File: config.mk
export PLATFORM = sky130hd
export DESIGN_NAME = rc_stick_command_shaper
export DESIGN_NICKNAME = d
export VERILOG_FILES = /design/src/hw/rtl/rcs_pkg.sv /design/src/hw/rtl/rcs_front.sv /design/src/hw/rtl/rcs_queue.sv /design/src/hw/rtl/rcs_knots.sv /design/src/hw/rtl/rcs_back.sv /design/src/hw/rtl/rc_stick_command_shaper.sv
export SDC_FILE = /design/constraint.sdc
export NUM_CORES = 2
export LEC_CHECK = 0
export BUFFER_PORTS_ARGS = -buffer_cell sky130_fd_sc_hd__buf_2
export CORE_AREA = 2 2 481 674
export CTS_CLUSTER_DIAMETER = 40
export DETAILED_ROUTE_END_ITERATION = 8
export DIE_AREA = 0 0 483 676
export GPL_TIMING_DRIVEN = 0
export PLACE_DENSITY = 0.53
export SYNTH_ARGS = -nofsm -noshare
export SYNTH_HDL_FRONTEND = slang
export SYNTH_SLANG_ARGS = --single-unit
export TNS_END_PERCENT = 5
File: constraint.sdc
create_clock -name clk -period 45.6 [get_ports clk]
set_input_delay 4.56 -clock clk [delete_from_list [all_inputs] [get_ports clk]]
set_output_delay 4.56 -clock clk [all_outputs]
set_load 0.02 [all_outputs]
File: src/hw/rtl/rcs_pkg.sv
// Types and constants shared by the stick command shaper
package rcs_pkg;

	localparam int CURVE_POINTS = 12;
	localparam int KNOTS = CURVE_POINTS - 1;
	localparam int KIDX_W = $clog2(KNOTS);
	localparam int YAW_DIRECTION_DEF = 1;

	// divider geometry: quotient bits, divisor bits, remainder bits
	localparam int QW = 10;
	localparam int DW = 11;
	localparam int RW = 22;

	localparam int QDEPTH = 4;
	localparam int QPTR_W = $clog2(QDEPTH);

	typedef enum logic [2:0] {
		REG_MID_RC     = 3'd0,
		REG_MIN_CHECK  = 3'd1,
		REG_RP_DB      = 3'd2,
		REG_YAW_DB     = 3'd3,
		REG_TPA_BP     = 3'd4,
		REG_TPA_MAX    = 3'd5,
		REG_THR_MID    = 3'd6,
		REG_THR_EXPO   = 3'd7
	} cfg_reg_t;

	typedef struct packed {
		logic [10:0] mid_rc;
		logic [10:0] min_check;
		logic [6:0]  rp_db;
		logic [6:0]  yaw_db;
		logic [10:0] tpa_bp;
		logic [6:0]  tpa_max;
		logic [6:0]  thr_mid;
		logic [6:0]  thr_expo;
	} cfg_t;

	// classified item handed from the front to the back
	typedef struct packed {
		logic signed [9:0] roll;
		logic signed [9:0] pitch;
		logic signed [9:0] yaw;
		logic [6:0]        tpa_sub;
		logic [RW-1:0]     tpa_num;
		logic [DW-1:0]     tpa_den;
		logic [RW-1:0]     sc_num;
		logic [DW-1:0]     sc_den;
	} job_t;

	// curve segment: knot value above 1000 and rise to the next knot
	typedef struct packed {
		logic [9:0] lo;
		logic [9:0] dl;
	} knot_t;

	typedef enum logic [2:0] {
		KN_SETUP,
		KN_SQUARE,
		KN_SCALE,
		KN_DIVIDE,
		KN_MIX,
		KN_STORE,
		KN_DONE
	} knot_state_t;

endpackage

File: src/hw/rtl/rcs_front.sv
// Front end: accepts a frame and turns it into axis commands and divider jobs
module rcs_front import rcs_pkg::*; #(
	parameter int YAW_DIRECTION = YAW_DIRECTION_DEF
) (
	input  cfg_t        cfg,
	input  logic        in_valid,
	input  logic [11:0] roll_in,
	input  logic [11:0] pitch_in,
	input  logic [11:0] yaw_in,
	input  logic [11:0] throttle_in,
	input  logic        knots_ready,
	input  logic        queue_full,
	output logic        in_ready,
	output logic        push,
	output job_t        job
);

	function automatic logic signed [9:0] axis_cmd(logic [11:0] p, logic [10:0] mid,
		logic [6:0] db);
		logic signed [12:0] d;
		logic [11:0]        a;
		logic [8:0]         m;
		logic signed [9:0]  c;
		d = $signed({1'b0, p}) - $signed({2'b00, mid});
		a = (d < 0) ? 12'(-d) : 12'(d);
		m = (a > 12'd500) ? 9'd500 : 9'(a);
		m = (m > {2'b00, db}) ? m - {2'b00, db} : 9'd0;
		c = $signed({1'b0, m});
		if (p < {1'b0, mid}) c = -c;
		return c;
	endfunction

	logic               below, above;
	logic [11:0]        tpa_diff;
	logic [11:0]        thr_c;
	logic signed [9:0]  yaw_raw;

	assign in_ready = knots_ready && !queue_full;
	assign push = in_valid && in_ready;

	always_comb begin
		job.roll = axis_cmd(roll_in, cfg.mid_rc, cfg.rp_db);
		job.pitch = axis_cmd(pitch_in, cfg.mid_rc, cfg.rp_db);
		yaw_raw = axis_cmd(yaw_in, cfg.mid_rc, cfg.yaw_db);
		if (YAW_DIRECTION > 0) begin
			job.yaw = -yaw_raw;
		end else if (YAW_DIRECTION == 0) begin
			job.yaw = '0;
		end else begin
			job.yaw = yaw_raw;
		end

		// attenuation: flat below the breakpoint, ramp up to 2000, fixed above
		below = throttle_in < {1'b0, cfg.tpa_bp};
		above = !below && (throttle_in >= 12'd2000);
		tpa_diff = 12'(throttle_in - {1'b0, cfg.tpa_bp});
		if (!below && !above) begin
			job.tpa_num = RW'(19'(cfg.tpa_max) * 19'(tpa_diff));
			job.tpa_den = DW'(12'd2000 - {1'b0, cfg.tpa_bp});
		end else begin
			job.tpa_num = '0;
			job.tpa_den = DW'(1);
		end
		job.tpa_sub = above ? cfg.tpa_max : 7'd0;

		// throttle scaling onto 0..1000
		if (throttle_in < {1'b0, cfg.min_check}) begin
			thr_c = {1'b0, cfg.min_check};
		end else if (throttle_in > 12'd2000) begin
			thr_c = 12'd2000;
		end else begin
			thr_c = throttle_in;
		end
		if (cfg.min_check >= 11'd2000) begin
			job.sc_num = '0;
			job.sc_den = DW'(1);
		end else begin
			job.sc_num = RW'(21'(thr_c - {1'b0, cfg.min_check}) * 21'd1000);
			job.sc_den = DW'(12'd2000 - {1'b0, cfg.min_check});
		end
	end

endmodule

File: src/hw/rtl/rcs_queue.sv
// Short queue of classified items between the front and the back
module rcs_queue import rcs_pkg::*; (
	input  logic clk,
	input  logic arst_n,
	input  logic push,
	input  job_t wr_job,
	input  logic pop,
	output logic full,
	output logic empty,
	output job_t head
);

	job_t              mem_q [QDEPTH];
	logic [QPTR_W-1:0] wr_ptr_q, rd_ptr_q;
	logic [QPTR_W:0]   cnt_q;

	assign full = cnt_q == (QPTR_W+1)'(QDEPTH);
	assign empty = cnt_q == '0;
	assign head = mem_q[rd_ptr_q];

	always_ff @(posedge clk or negedge arst_n) begin
		if (!arst_n) begin
			wr_ptr_q <= '0;
			rd_ptr_q <= '0;
			cnt_q <= '0;
		end else begin
			if (push) wr_ptr_q <= wr_ptr_q + 1'b1;
			if (pop) rd_ptr_q <= rd_ptr_q + 1'b1;
			if (push && !pop) cnt_q <= cnt_q + 1'b1;
			else if (pop && !push) cnt_q <= cnt_q - 1'b1;
		end
	end

	always_ff @(posedge clk) begin
		if (push) mem_q[wr_ptr_q] <= wr_job;
	end

endmodule

File: src/hw/rtl/rcs_knots.sv
// Throttle curve knot sequencer and segment table
module rcs_knots import rcs_pkg::*; (
	input  logic              clk,
	input  logic              arst_n,
	input  logic              restart,
	input  logic [6:0]        thr_mid,
	input  logic [6:0]        thr_expo,
	input  logic [KIDX_W-1:0] rd_idx,
	output knot_t             rd_ent,
	output logic              ready
);

	knot_state_t        state_q, state_d;
	logic [KIDX_W-1:0]  i_q;
	logic signed [8:0]  off_q;
	logic [6:0]         aoff_q, y_q, q_q;
	logic [13:0]        sq_q, den_q, p_q;
	logic [19:0]        r_q;
	logic [2:0]         bit_q;
	logic [9:0]         prev_q;
	knot_t              tab_q [KNOTS];

	logic [6:0]         mid_c, expo_c;
	logic signed [8:0]  off_c;
	logic [19:0]        dsub;
	logic [27:0]        mprod;
	logic [9:0]         tenmid, v;

	assign mid_c = (thr_mid > 7'd99) ? 7'd99 : thr_mid;
	assign expo_c = (thr_expo > 7'd100) ? 7'd100 : thr_expo;
	assign off_c = $signed(9'(i_q) * 9'd10) - $signed({2'b00, mid_c});
	assign dsub = 20'(den_q) << bit_q;
	assign mprod = 28'(p_q) * 28'd6554;
	assign tenmid = 10'(mid_c) * 10'd10;
	assign v = (off_q < 0) ? tenmid - mprod[25:16] : tenmid + mprod[25:16];
	assign rd_ent = tab_q[rd_idx];
	assign ready = state_q == KN_DONE;

	always_ff @(posedge clk or negedge arst_n) begin
		if (!arst_n) begin
			state_q <= KN_SETUP;
			i_q <= '0;
			bit_q <= '0;
		end else begin
			state_q <= state_d;
			if (restart) begin
				i_q <= '0;
			end else if (state_q == KN_STORE) begin
				i_q <= i_q + 1'b1;
			end
			if (state_q == KN_SCALE) bit_q <= 3'd6;
			else if (state_q == KN_DIVIDE) bit_q <= bit_q - 1'b1;
		end
	end

	always_comb begin
		state_d = state_q;
		unique case (state_q)
			KN_SETUP:  state_d = KN_SQUARE;
			KN_SQUARE: state_d = KN_SCALE;
			KN_SCALE:  state_d = KN_DIVIDE;
			KN_DIVIDE: if (bit_q == '0) state_d = KN_MIX;
			KN_MIX:    state_d = KN_STORE;
			KN_STORE:  state_d = (i_q == KIDX_W'(KNOTS - 1)) ? KN_DONE : KN_SETUP;
			KN_DONE:   state_d = KN_DONE;
			default:   state_d = KN_SETUP;
		endcase
		if (restart) state_d = KN_SETUP;
	end

	always_ff @(posedge clk) begin
		case (state_q)
			KN_SETUP: begin
				off_q <= off_c;
				aoff_q <= (off_c < 0) ? 7'(-off_c) : 7'(off_c);
				if (off_c > 0) y_q <= 7'd100 - mid_c;
				else if (off_c < 0) y_q <= mid_c;
				else y_q <= 7'd1;
			end
			KN_SQUARE: begin
				sq_q <= 14'(aoff_q) * 14'(aoff_q);
				den_q <= 14'(y_q) * 14'(y_q);
			end
			KN_SCALE: begin
				r_q <= 20'(expo_c) * 20'(sq_q);
				q_q <= '0;
			end
			KN_DIVIDE: begin
				if (r_q >= dsub) begin
					r_q <= r_q - dsub;
					q_q[bit_q] <= 1'b1;
				end
			end
			KN_MIX: p_q <= 14'(aoff_q) * 14'(8'd100 - 8'(expo_c) + 8'(q_q));
			KN_STORE: begin
				tab_q[i_q].lo <= v;
				if (i_q != '0) tab_q[i_q - 1'b1].dl <= v - prev_q;
				if (i_q == KIDX_W'(KNOTS - 1)) tab_q[i_q].dl <= '0;
				prev_q <= v;
			end
			default: ;
		endcase
	end

endmodule

File: src/hw/rtl/rcs_back.sv
// Back end: pipelined dividers, curve interpolation and the output register
module rcs_back import rcs_pkg::*; (
	input  logic              clk,
	input  logic              arst_n,
	input  job_t              job,
	input  logic              job_valid,
	output logic              pop,
	output logic [KIDX_W-1:0] kidx,
	input  knot_t             kent,
	output logic              out_valid,
	input  logic              out_ready,
	output logic [47:0]       out_data
);

	typedef struct packed {
		logic signed [9:0] roll;
		logic signed [9:0] pitch;
		logic signed [9:0] yaw;
		logic [6:0]        tpa_sub;
		logic [DW-1:0]     tpa_den;
		logic [DW-1:0]     sc_den;
		logic [RW-1:0]     tpa_r;
		logic [QW-1:0]     tpa_q;
		logic [RW-1:0]     sc_r;
		logic [QW-1:0]     sc_q;
	} div_t;

	typedef struct packed {
		logic signed [9:0] roll;
		logic signed [9:0] pitch;
		logic signed [9:0] yaw;
		logic [6:0]        prop;
		logic [KIDX_W-1:0] idx;
		logic [6:0]        frac;
	} crv1_t;

	typedef struct packed {
		logic signed [9:0] roll;
		logic signed [9:0] pitch;
		logic signed [9:0] yaw;
		logic [6:0]        prop;
		logic [9:0]        lo;
		logic [16:0]       prod;
	} crv2_t;

	typedef struct packed {
		logic signed [9:0] roll;
		logic signed [9:0] pitch;
		logic signed [9:0] yaw;
		logic [10:0]       thr;
		logic [6:0]        prop;
	} crv3_t;

	localparam int NST = QW + 3;

	function automatic div_t div_advance(div_t x, int b);
		logic [RW-1:0] st, ss;
		st = RW'(x.tpa_den) << b;
		ss = RW'(x.sc_den) << b;
		if (x.tpa_r >= st) begin
			x.tpa_r = x.tpa_r - st;
			x.tpa_q[b] = 1'b1;
		end
		if (x.sc_r >= ss) begin
			x.sc_r = x.sc_r - ss;
			x.sc_q[b] = 1'b1;
		end
		return x;
	endfunction

	div_t          div_s [QW];
	div_t          div_d [QW];
	div_t          ld;
	crv1_t         crv_s1, crv1_d;
	crv2_t         crv_s2;
	crv3_t         crv_s3;
	logic [NST-1:0] vld_q;
	logic          en;
	logic [10:0]   qsum;
	logic [15:0]   idx_prod;
	logic [31:0]   rprod;

	// the whole pipe moves together unless the output item is stalled
	assign en = !vld_q[NST-1] || out_ready;
	assign pop = en && job_valid;
	assign kidx = crv_s1.idx;
	assign out_valid = vld_q[NST-1];
	assign out_data = {crv_s3.prop, crv_s3.thr, crv_s3.yaw, crv_s3.pitch, crv_s3.roll};

	always_comb begin
		ld.roll = job.roll;
		ld.pitch = job.pitch;
		ld.yaw = job.yaw;
		ld.tpa_sub = job.tpa_sub;
		ld.tpa_den = job.tpa_den;
		ld.sc_den = job.sc_den;
		ld.tpa_r = job.tpa_num;
		ld.tpa_q = '0;
		ld.sc_r = job.sc_num;
		ld.sc_q = '0;
		div_d[0] = div_advance(ld, QW - 1);
		for (int k = 1; k < QW; k++) begin
			div_d[k] = div_advance(div_s[k-1], QW - 1 - k);
		end

		qsum = 11'(div_s[QW-1].tpa_sub) + 11'(div_s[QW-1].tpa_q);
		idx_prod = 16'(div_s[QW-1].sc_q) * 16'd41;
		crv1_d.roll = div_s[QW-1].roll;
		crv1_d.pitch = div_s[QW-1].pitch;
		crv1_d.yaw = div_s[QW-1].yaw;
		crv1_d.prop = (qsum > 11'd100) ? 7'd0 : 7'(11'd100 - qsum);
		crv1_d.idx = idx_prod[15:12];
		crv1_d.frac = 7'(div_s[QW-1].sc_q - 10'(idx_prod[15:12]) * 10'd100);

		rprod = 32'(crv_s2.prod) * 32'd20972;
	end

	always_ff @(posedge clk or negedge arst_n) begin
		if (!arst_n) begin
			vld_q <= '0;
		end else if (en) begin
			vld_q <= {vld_q[NST-2:0], job_valid};
		end
	end

	always_ff @(posedge clk) begin
		if (en) begin
			for (int k = 0; k < QW; k++) div_s[k] <= div_d[k];
			crv_s1 <= crv1_d;
			crv_s2.roll <= crv_s1.roll;
			crv_s2.pitch <= crv_s1.pitch;
			crv_s2.yaw <= crv_s1.yaw;
			crv_s2.prop <= crv_s1.prop;
			crv_s2.lo <= kent.lo;
			crv_s2.prod <= 17'(crv_s1.frac) * 17'(kent.dl);
			crv_s3.roll <= crv_s2.roll;
			crv_s3.pitch <= crv_s2.pitch;
			crv_s3.yaw <= crv_s2.yaw;
			crv_s3.prop <= crv_s2.prop;
			crv_s3.thr <= 11'd1000 + 11'(crv_s2.lo) + 11'(rprod[31:21]);
		end
	end

endmodule

File: src/hw/rtl/rc_stick_command_shaper.sv
// Stick command shaper top level: registers, front, queue, curve table and back
// Accepted frames pass through the queue, then the divider and curve stages, to the output.
// Throughput: one item per cycle unless stalled, set by the pipelined ten-stage divider.
// After reset and after every configuration write, the knot sequencer rebuilds the
// curve table, one knot at a time for all 11 knots, with s_tready held low.
// Reset is asynchronous, active low, and loads the register defaults.
module rc_stick_command_shaper import rcs_pkg::*; #(
	parameter int YAW_DIRECTION = YAW_DIRECTION_DEF
) (
	input  logic        clk,
	input  logic        arst_n,
	input  logic        s_tvalid,
	output logic        s_tready,
	input  logic [47:0] s_tdata,   // roll_in, pitch_in, yaw_in, throttle_in
	output logic        m_tvalid,
	input  logic        m_tready,
	output logic [47:0] m_tdata,   // roll_cmd, pitch_cmd, yaw_cmd, throttle_cmd, pid_scale_percent
	input  logic        cfg_valid,
	output logic        cfg_ready,
	input  logic [2:0]  cfg_index,
	input  logic [10:0] cfg_data
);

	cfg_t              cfg_q;
	logic              cfg_wr;
	logic              knots_ready, q_full, q_empty, push, pop;
	job_t              job, head;
	logic [KIDX_W-1:0] kidx;
	knot_t             kent;

	assign cfg_ready = 1'b1;
	assign cfg_wr = cfg_valid && cfg_ready;

	always_ff @(posedge clk or negedge arst_n) begin
		if (!arst_n) begin
			cfg_q.mid_rc <= 11'd1500;
			cfg_q.min_check <= 11'd1100;
			cfg_q.rp_db <= 7'd0;
			cfg_q.yaw_db <= 7'd0;
			cfg_q.tpa_bp <= 11'd1500;
			cfg_q.tpa_max <= 7'd0;
			cfg_q.thr_mid <= 7'd50;
			cfg_q.thr_expo <= 7'd0;
		end else if (cfg_wr) begin
			unique case (cfg_reg_t'(cfg_index))
				REG_MID_RC:    cfg_q.mid_rc <= cfg_data;
				REG_MIN_CHECK: cfg_q.min_check <= cfg_data;
				REG_RP_DB:     cfg_q.rp_db <= cfg_data[6:0];
				REG_YAW_DB:    cfg_q.yaw_db <= cfg_data[6:0];
				REG_TPA_BP:    cfg_q.tpa_bp <= cfg_data;
				REG_TPA_MAX:   cfg_q.tpa_max <= cfg_data[6:0];
				REG_THR_MID:   cfg_q.thr_mid <= cfg_data[6:0];
				REG_THR_EXPO:  cfg_q.thr_expo <= cfg_data[6:0];
				default: ;
			endcase
		end
	end

	rcs_front #(.YAW_DIRECTION(YAW_DIRECTION)) u_front (
		.cfg         (cfg_q),
		.in_valid    (s_tvalid),
		.roll_in     (s_tdata[11:0]),
		.pitch_in    (s_tdata[23:12]),
		.yaw_in      (s_tdata[35:24]),
		.throttle_in (s_tdata[47:36]),
		.knots_ready (knots_ready),
		.queue_full  (q_full),
		.in_ready    (s_tready),
		.push        (push),
		.job         (job)
	);

	rcs_queue u_queue (
		.clk    (clk),
		.arst_n (arst_n),
		.push   (push),
		.wr_job (job),
		.pop    (pop),
		.full   (q_full),
		.empty  (q_empty),
		.head   (head)
	);

	rcs_knots u_knots (
		.clk      (clk),
		.arst_n   (arst_n),
		.restart  (cfg_wr),
		.thr_mid  (cfg_q.thr_mid),
		.thr_expo (cfg_q.thr_expo),
		.rd_idx   (kidx),
		.rd_ent   (kent),
		.ready    (knots_ready)
	);

	rcs_back u_back (
		.clk       (clk),
		.arst_n    (arst_n),
		.job       (head),
		.job_valid (!q_empty),
		.pop       (pop),
		.kidx      (kidx),
		.kent      (kent),
		.out_valid (m_tvalid),
		.out_ready (m_tready),
		.out_data  (m_tdata)
	);

endmodule

; After elaboration in Yosys (flattened, before gate mapping)
; Memory sizes are Yosys's and may differ from the RTL's. A register that Yosys moved wholly into a read port is not among the register bits.
; Index checks and enable logic that the tools add are counted.
[totals]
mem_count = 3
wordCells = 303
latchBits = 0
ram_bits = 1850
rom_bits = 0
regBits = 360
out_inout_bits = 51
[op_classes]
n_bitwise = 1
reduce_logical = 33
add_sub_neg = 58
n_lt_le_gt_ge = 46
n_shift = 1
n_div = 0
n_mul = 13
muxes = 90
eq_ne = 17
[memory_table]
columns = name, words, width, rd, rd_clocked_by_memory_dff, write_ports, line_no
row1 = u_back.div_s, 10, 123, 10, 0, 10, rcs_back.sv:71  ; div_t div_s [QW];
row2 = u_queue.mem_q, 4, 100, 1, 0, 1, rcs_queue.sv:13  ; job_t mem_q [QDEPTH];
row3 = u_knots.tab_q, 11, 20, 1, 1, 2, rcs_knots.sv:21  ; knot_t tab_q [KNOTS];
[ops]
columns = cell, n
row1 = 2-to-1 mux 22 bit, 18
row2 = less-than comparator 12 x 11 -> 1 bit, 5
row3 = 2-to-1 mux 12 bit, 5
row4 = 2-to-1 mux 9 bit, 6
row5 = subtractor 12 x 11 -> 13 bit, 4
row6 = 2-to-1 mux 7 bit, 7
row7 = 2-to-1 mux 23 bit, 2
row8 = >= comparator 22 x 11 -> 1 bit, 2
row9 = >= comparator 22 x 12 -> 1 bit, 2
row10 = >= comparator 22 x 13 -> 1 bit, 2
row11 = >= comparator 22 x 14 -> 1 bit, 2
row12 = >= comparator 22 x 15 -> 1 bit, 2
row13 = >= comparator 22 x 16 -> 1 bit, 2
row14 = >= comparator 22 x 17 -> 1 bit, 2
row15 = >= comparator 22 x 18 -> 1 bit, 2
row16 = >= comparator 22 x 19 -> 1 bit, 2
row17 = >= comparator 22 x 20 -> 1 bit, 2
row18 = subtractor 22 x 11 -> 22 bit, 2
row19 = subtractor 22 x 12 -> 22 bit, 2
row20 = subtractor 22 x 13 -> 22 bit, 2
row21 = subtractor 22 x 14 -> 22 bit, 2
row22 = subtractor 22 x 15 -> 22 bit, 2
row23 = subtractor 22 x 16 -> 22 bit, 2
row24 = subtractor 22 x 17 -> 22 bit, 2
row25 = other kinds (77), 178

; Longest topological paths before layout
[depth]
word_depth = 10
ltp_mapped = 41
ltp_nobuf = 40

; Cells and area by module
; From an unflattened synthesis, not the netlist that was laid out.
[unflattened]
cells_unflattened = 9034
hier_area_um2 = 116068.8
[by_module_without_submodules]
columns = module, instances, area_per_inst_um2, cells_each
row1 = rcs_back, 1, 60133.9, 4344
row2 = rcs_knots, 1, 26107.5, 2346
row3 = rcs_queue, 1, 15262.1, 573
row4 = rcs_front, 1, 11747.5, 1616
row5 = rc_stick_command_shaper, 1, 2817.7, 155

; Worst setup path after synthesis
; No wires, ideal clock.
[synth_timing]
path_type = input -> register
start = in m_tready
end = reg u_back.vld_q[10]
setup_time_ns = 0.198
t_arrival_ns = 41.861
required_ns = 45.402
slack_ns = 3.541
stages = 4
path_cell_list = nand2b_1 > clkbuf_1 > buf_1 > mux2_2
[synth_between]
elab_chain_len = 1
[synth_rtl]
columns = element, line_no
row1 = start: declaration, rc_stick_command_shaper.sv:16  ; input logic m_tready,
row2 = logical OR 1 bit, rcs_back.sv:84  ; assign en = !vld_q[NST-1] || out_ready;
row3 = end signal: assignment, rcs_back.sv:122  ; vld_q <= {vld_q[NST-2:0], job_valid};
row4 = end: declaration, rcs_back.sv:77  ; logic [NST-1:0] vld_q;
; No other way between the ends.
; A chain may end at the register's enable or synchronous reset.

==> flow_summary.toml <==
[worst_setup_path]
cpMostUsedCell = "a21o_1"
worst-path-buf-inv = 2
crit_path_max_incr_delay_ps = 590
crit_type = "input port to flip-flop"
critPathMaxFanout = 10
crit_slowest_cell = "xor2_1"
cp.required_ps = 46150
crit_family = "compound AO/OA/AOI/OAI gates"
cp-start-kind = "input port"
cp-end-kind = "flip-flop"
crit_arrival_ps = 13170

[drt]
drtAntennaViolNets = 0
drt-total-wl_um = 222600
drc = 0
vias_per_cell = 4.787
vias = 64950
wire_per_inst_um = 16.41
drt_iter0_drc = 3106
drt-pass1-iter-count = 5

[clock_network]
clockBufferDepth = 4
post_cts_buffers = 0
cts_tree = "yes"
clock_sinks = 2012
cts_hold_buf = 0
cts-root-buf = "clkbuf_16"
cts-resized-gates = 0
insertion_delay_ps = 950
cts-buffers-inserted = 245
clk_pin_slew_ps = 70
htree_levels = 4

[synthesis]
yosysWarnings = 0
ys.flop_type = "edfxtp_1"
synth_edf_count = 1910
synth.ff_latch_count = 2012
yosys.cell_types.count = 106
synth_area_um2 = 111700
ys_seq_area_share_pct = 53.64
synth_area_per_cell_um2 = 12.82
netlist_instances = 8709
ys_async_sr_fraction_pct = 4.871

[die]
dieArea_um2 = 326500
initial_core_util_pct = 34.89
coreArea_um2 = 320100
die_w_um = 483
num_rows = 246
die_h_um = 676
io_pins = 118

[grt]
grt_overflow = 0
grt_max_degree = 55
grt_pass1_wl_um = 358400
grt_pass1_vias = 69370
grtUsageTotal_pct = 13.54
antenna_found_initial = 14

[sta]
rsz0062_at_grt = "false"
fmax_mhz = 79.21
slew-limit-headroom_pct = 17.13
tightestPinTransition_ps = 1234
finalCritPeriodShare_pct = 27.68
drv_slew = 0
hold_viol = 0
timing.setup.tns_ps = 0
finalSetupViolCount = 0
skew_ps = 132.9
hold_slack_ps = 386.5
fin_crit_ps = 12620

[placed_design]
port_buffers = 112
hpwl_um = 169700
gp_congestion = 0.8428

[cells_and_area]
final_common_cell = "edfxtp_1"
nets = 10510
drive_gt1_share_pct = 9.659
fillers = 30010
synthToLayoutAreaGrowth_pct = 13.60
final_cell_mix = "edfxtp_1, inv_1, ha_1"

[hold_path]
hp-class = "flip-flop to flip-flop"

[status]
status = "completed"

[job]
maxCapViolations = 0
-- synth_stat cells (7+ instances only) --
| library cell | count | share of area (%) |
|---|---|---|
| edfxtp_1 | 1910 | 51 |
| inv_1 | 1082 | 3.6 |
| ha_1 | 875 | 9.8 |
| nand2_1 | 605 | 2.0 |
| nor2_1 | 568 | 1.9 |
| fa_1 | 434 | 7.8 |
| a21oi_1 | 391 | 1.8 |
| xnor2_1 | 369 | 2.9 |
| o21ai_0 | 310 | 1.4 |
| xor2_1 | 179 | 1.4 |
| mux4_2 | 163 | 3.3 |
| a21o_1 | 148 | 0.99 |
| clkbuf_1 | 146 | 0.49 |
| and2_1 | 142 | 0.80 |
| nor3_1 | 125 | 0.56 |
| nor2b_1 | 121 | 0.68 |
| nand2b_1 | 112 | 0.63 |
| nand3_1 | 92 | 0.41 |
| mux2_2 | 88 | 0.89 |
| dfrtp_1 | 77 | 1.7 |
| o21bai_1 | 59 | 0.40 |
| a21boi_0 | 56 | 0.38 |
| nor4_1 | 51 | 0.29 |
| mux2i_1 | 50 | 0.45 |
| nand4_1 | 46 | 0.26 |
| o21a_1 | 46 | 0.31 |
| or3_1 | 42 | 0.24 |
| o31ai_1 | 40 | 0.27 |
| a31oi_1 | 33 | 0.18 |
| buf_1 | 33 | 0.11 |
| and3_1 | 31 | 0.17 |
| a211oi_1 | 25 | 0.17 |
| dfstp_2 | 21 | 0.49 |
| or2_2 | 20 | 0.11 |
| nand4b_1 | 14 | 0.11 |
| nor3b_1 | 14 | 0.094 |
| nand3b_1 | 13 | 0.087 |
| or4_1 | 13 | 0.087 |
| o211ai_1 | 12 | 0.081 |
| a211o_1 | 11 | 0.086 |
| a2111oi_0 | 8 | 0.063 |
| nor4b_1 | 8 | 0.063 |
| a221o_1 | 7 | 0.063 |
-- worst register-to-register path, delay by kind of cell (launching register included) --
family          cells  cell delay, ps
mux                 1             210
xor+xnor            2             780
buf+inv             2             480
fa+ha+maj           8            3330
compound gates     19            3350
simple gates        5             460
flops               1             450
-- final cells by class --
type	instances	area [um2]	area share [%]
antenna	13	32.53	0.02564
buffer	183	695.7	0.5483
clock buffer	273	6257	4.932
clock inverter	175	1934	1.525
inverter	1083	4065	3.204
multi-input combinational	5452	47180	37.18
sequential	2012	59910	47.22
tap	4216	5275	4.158
timing repair buffer	160	1525	1.202
-- final timing paths --
| kind | startpoint | end | slack (ps) | cells past startpoint |
|---|---|---|---|---|
| worst max-delay path | s_tdata[37] | u_queue.mem_q[0][31] | 32980 | 37 |
| worst min-delay path | u_back.div_s[0][101] | u_back.div_s[1][101] | 390 | 0 |
| worst max register to register | cfg_q[47] | u_queue.mem_q[0][31] | 36220 | 37 |
| worst min register to register | u_back.div_s[0][101] | u_back.div_s[1][101] | 390 | 0 |
| max in group asynchronous | arst_n | cfg_q[12] | 41070 | 2 |
| min in group asynchronous | arst_n | cfg_q[62] | 3690 | 1 |
-- cells by family (layout without fill, tap and decap cells) --
logic type / Yosys count / in the layout / synth area share [%]
compound gates: 1223 / 1223 / 6.771
xor+xnor: 550 / 550 / 4.332
fa+ha+maj: 1309 / 1309 / 17.58
buf+inv: 1266 / 1874 / 4.261
flops: 2012 / 2012 / 53.64
mux: 301 / 301 / 4.622
other cells: 2 / 36 / 0.006724
simple gates: 2046 / 2046 / 8.782
-- metrics by stage --
step / cell area [um2] / cells / setup WS (ps) / util [%]
2_1_floorplan: 111800 / 8730 / 3541 / -
3_3_place_gp: 117600 / 13060 / -9582 / 36.74
3_5_place_dp: 118600 / 13110 / 32130 / 37.06
4_1_cts: 126800 / 13550 / 33010 / 39.61
5_1_grt: 126900 / 13560 / 32360 / 39.63
6_report: 126900 / 13570 / 32980 / 39.63
-- flip-flops by register name, summed over array words and instances, names as in the netlist, 4 cells and up, named ones only --
signal and flops:
cfg_q 68, u_knots.sq_q 13, u_knots.q_q 7, u_knots.aoff_q 7, u_knots.r_q 20, u_back.crv_s1 44
u_back.out_data 48, u_knots.y_q 7, u_back.crv_s2 64, u_back.vld_q 13, u_knots.p_q 14, u_knots.tab_q 220
u_back.kidx 4, u_queue.mem_q 388, u_knots.prev_q 10, u_back.div_s 1050, u_knots.i_q 4, u_knots.den_q 13
-- per-layer routing --
layer	global-route usage (%)	vias up	share of wire, %
met1	14.38	31920	38
met4	5.480	8	3.9
met3	1.878	444	3.3
met2	26.57	920	55
met5	0	-	0.025
li1	-	31660	-
Power is left out: the tool's default activity adds up to more than one toggle a clock period on the data nets, which glitch-free logic cannot reach.
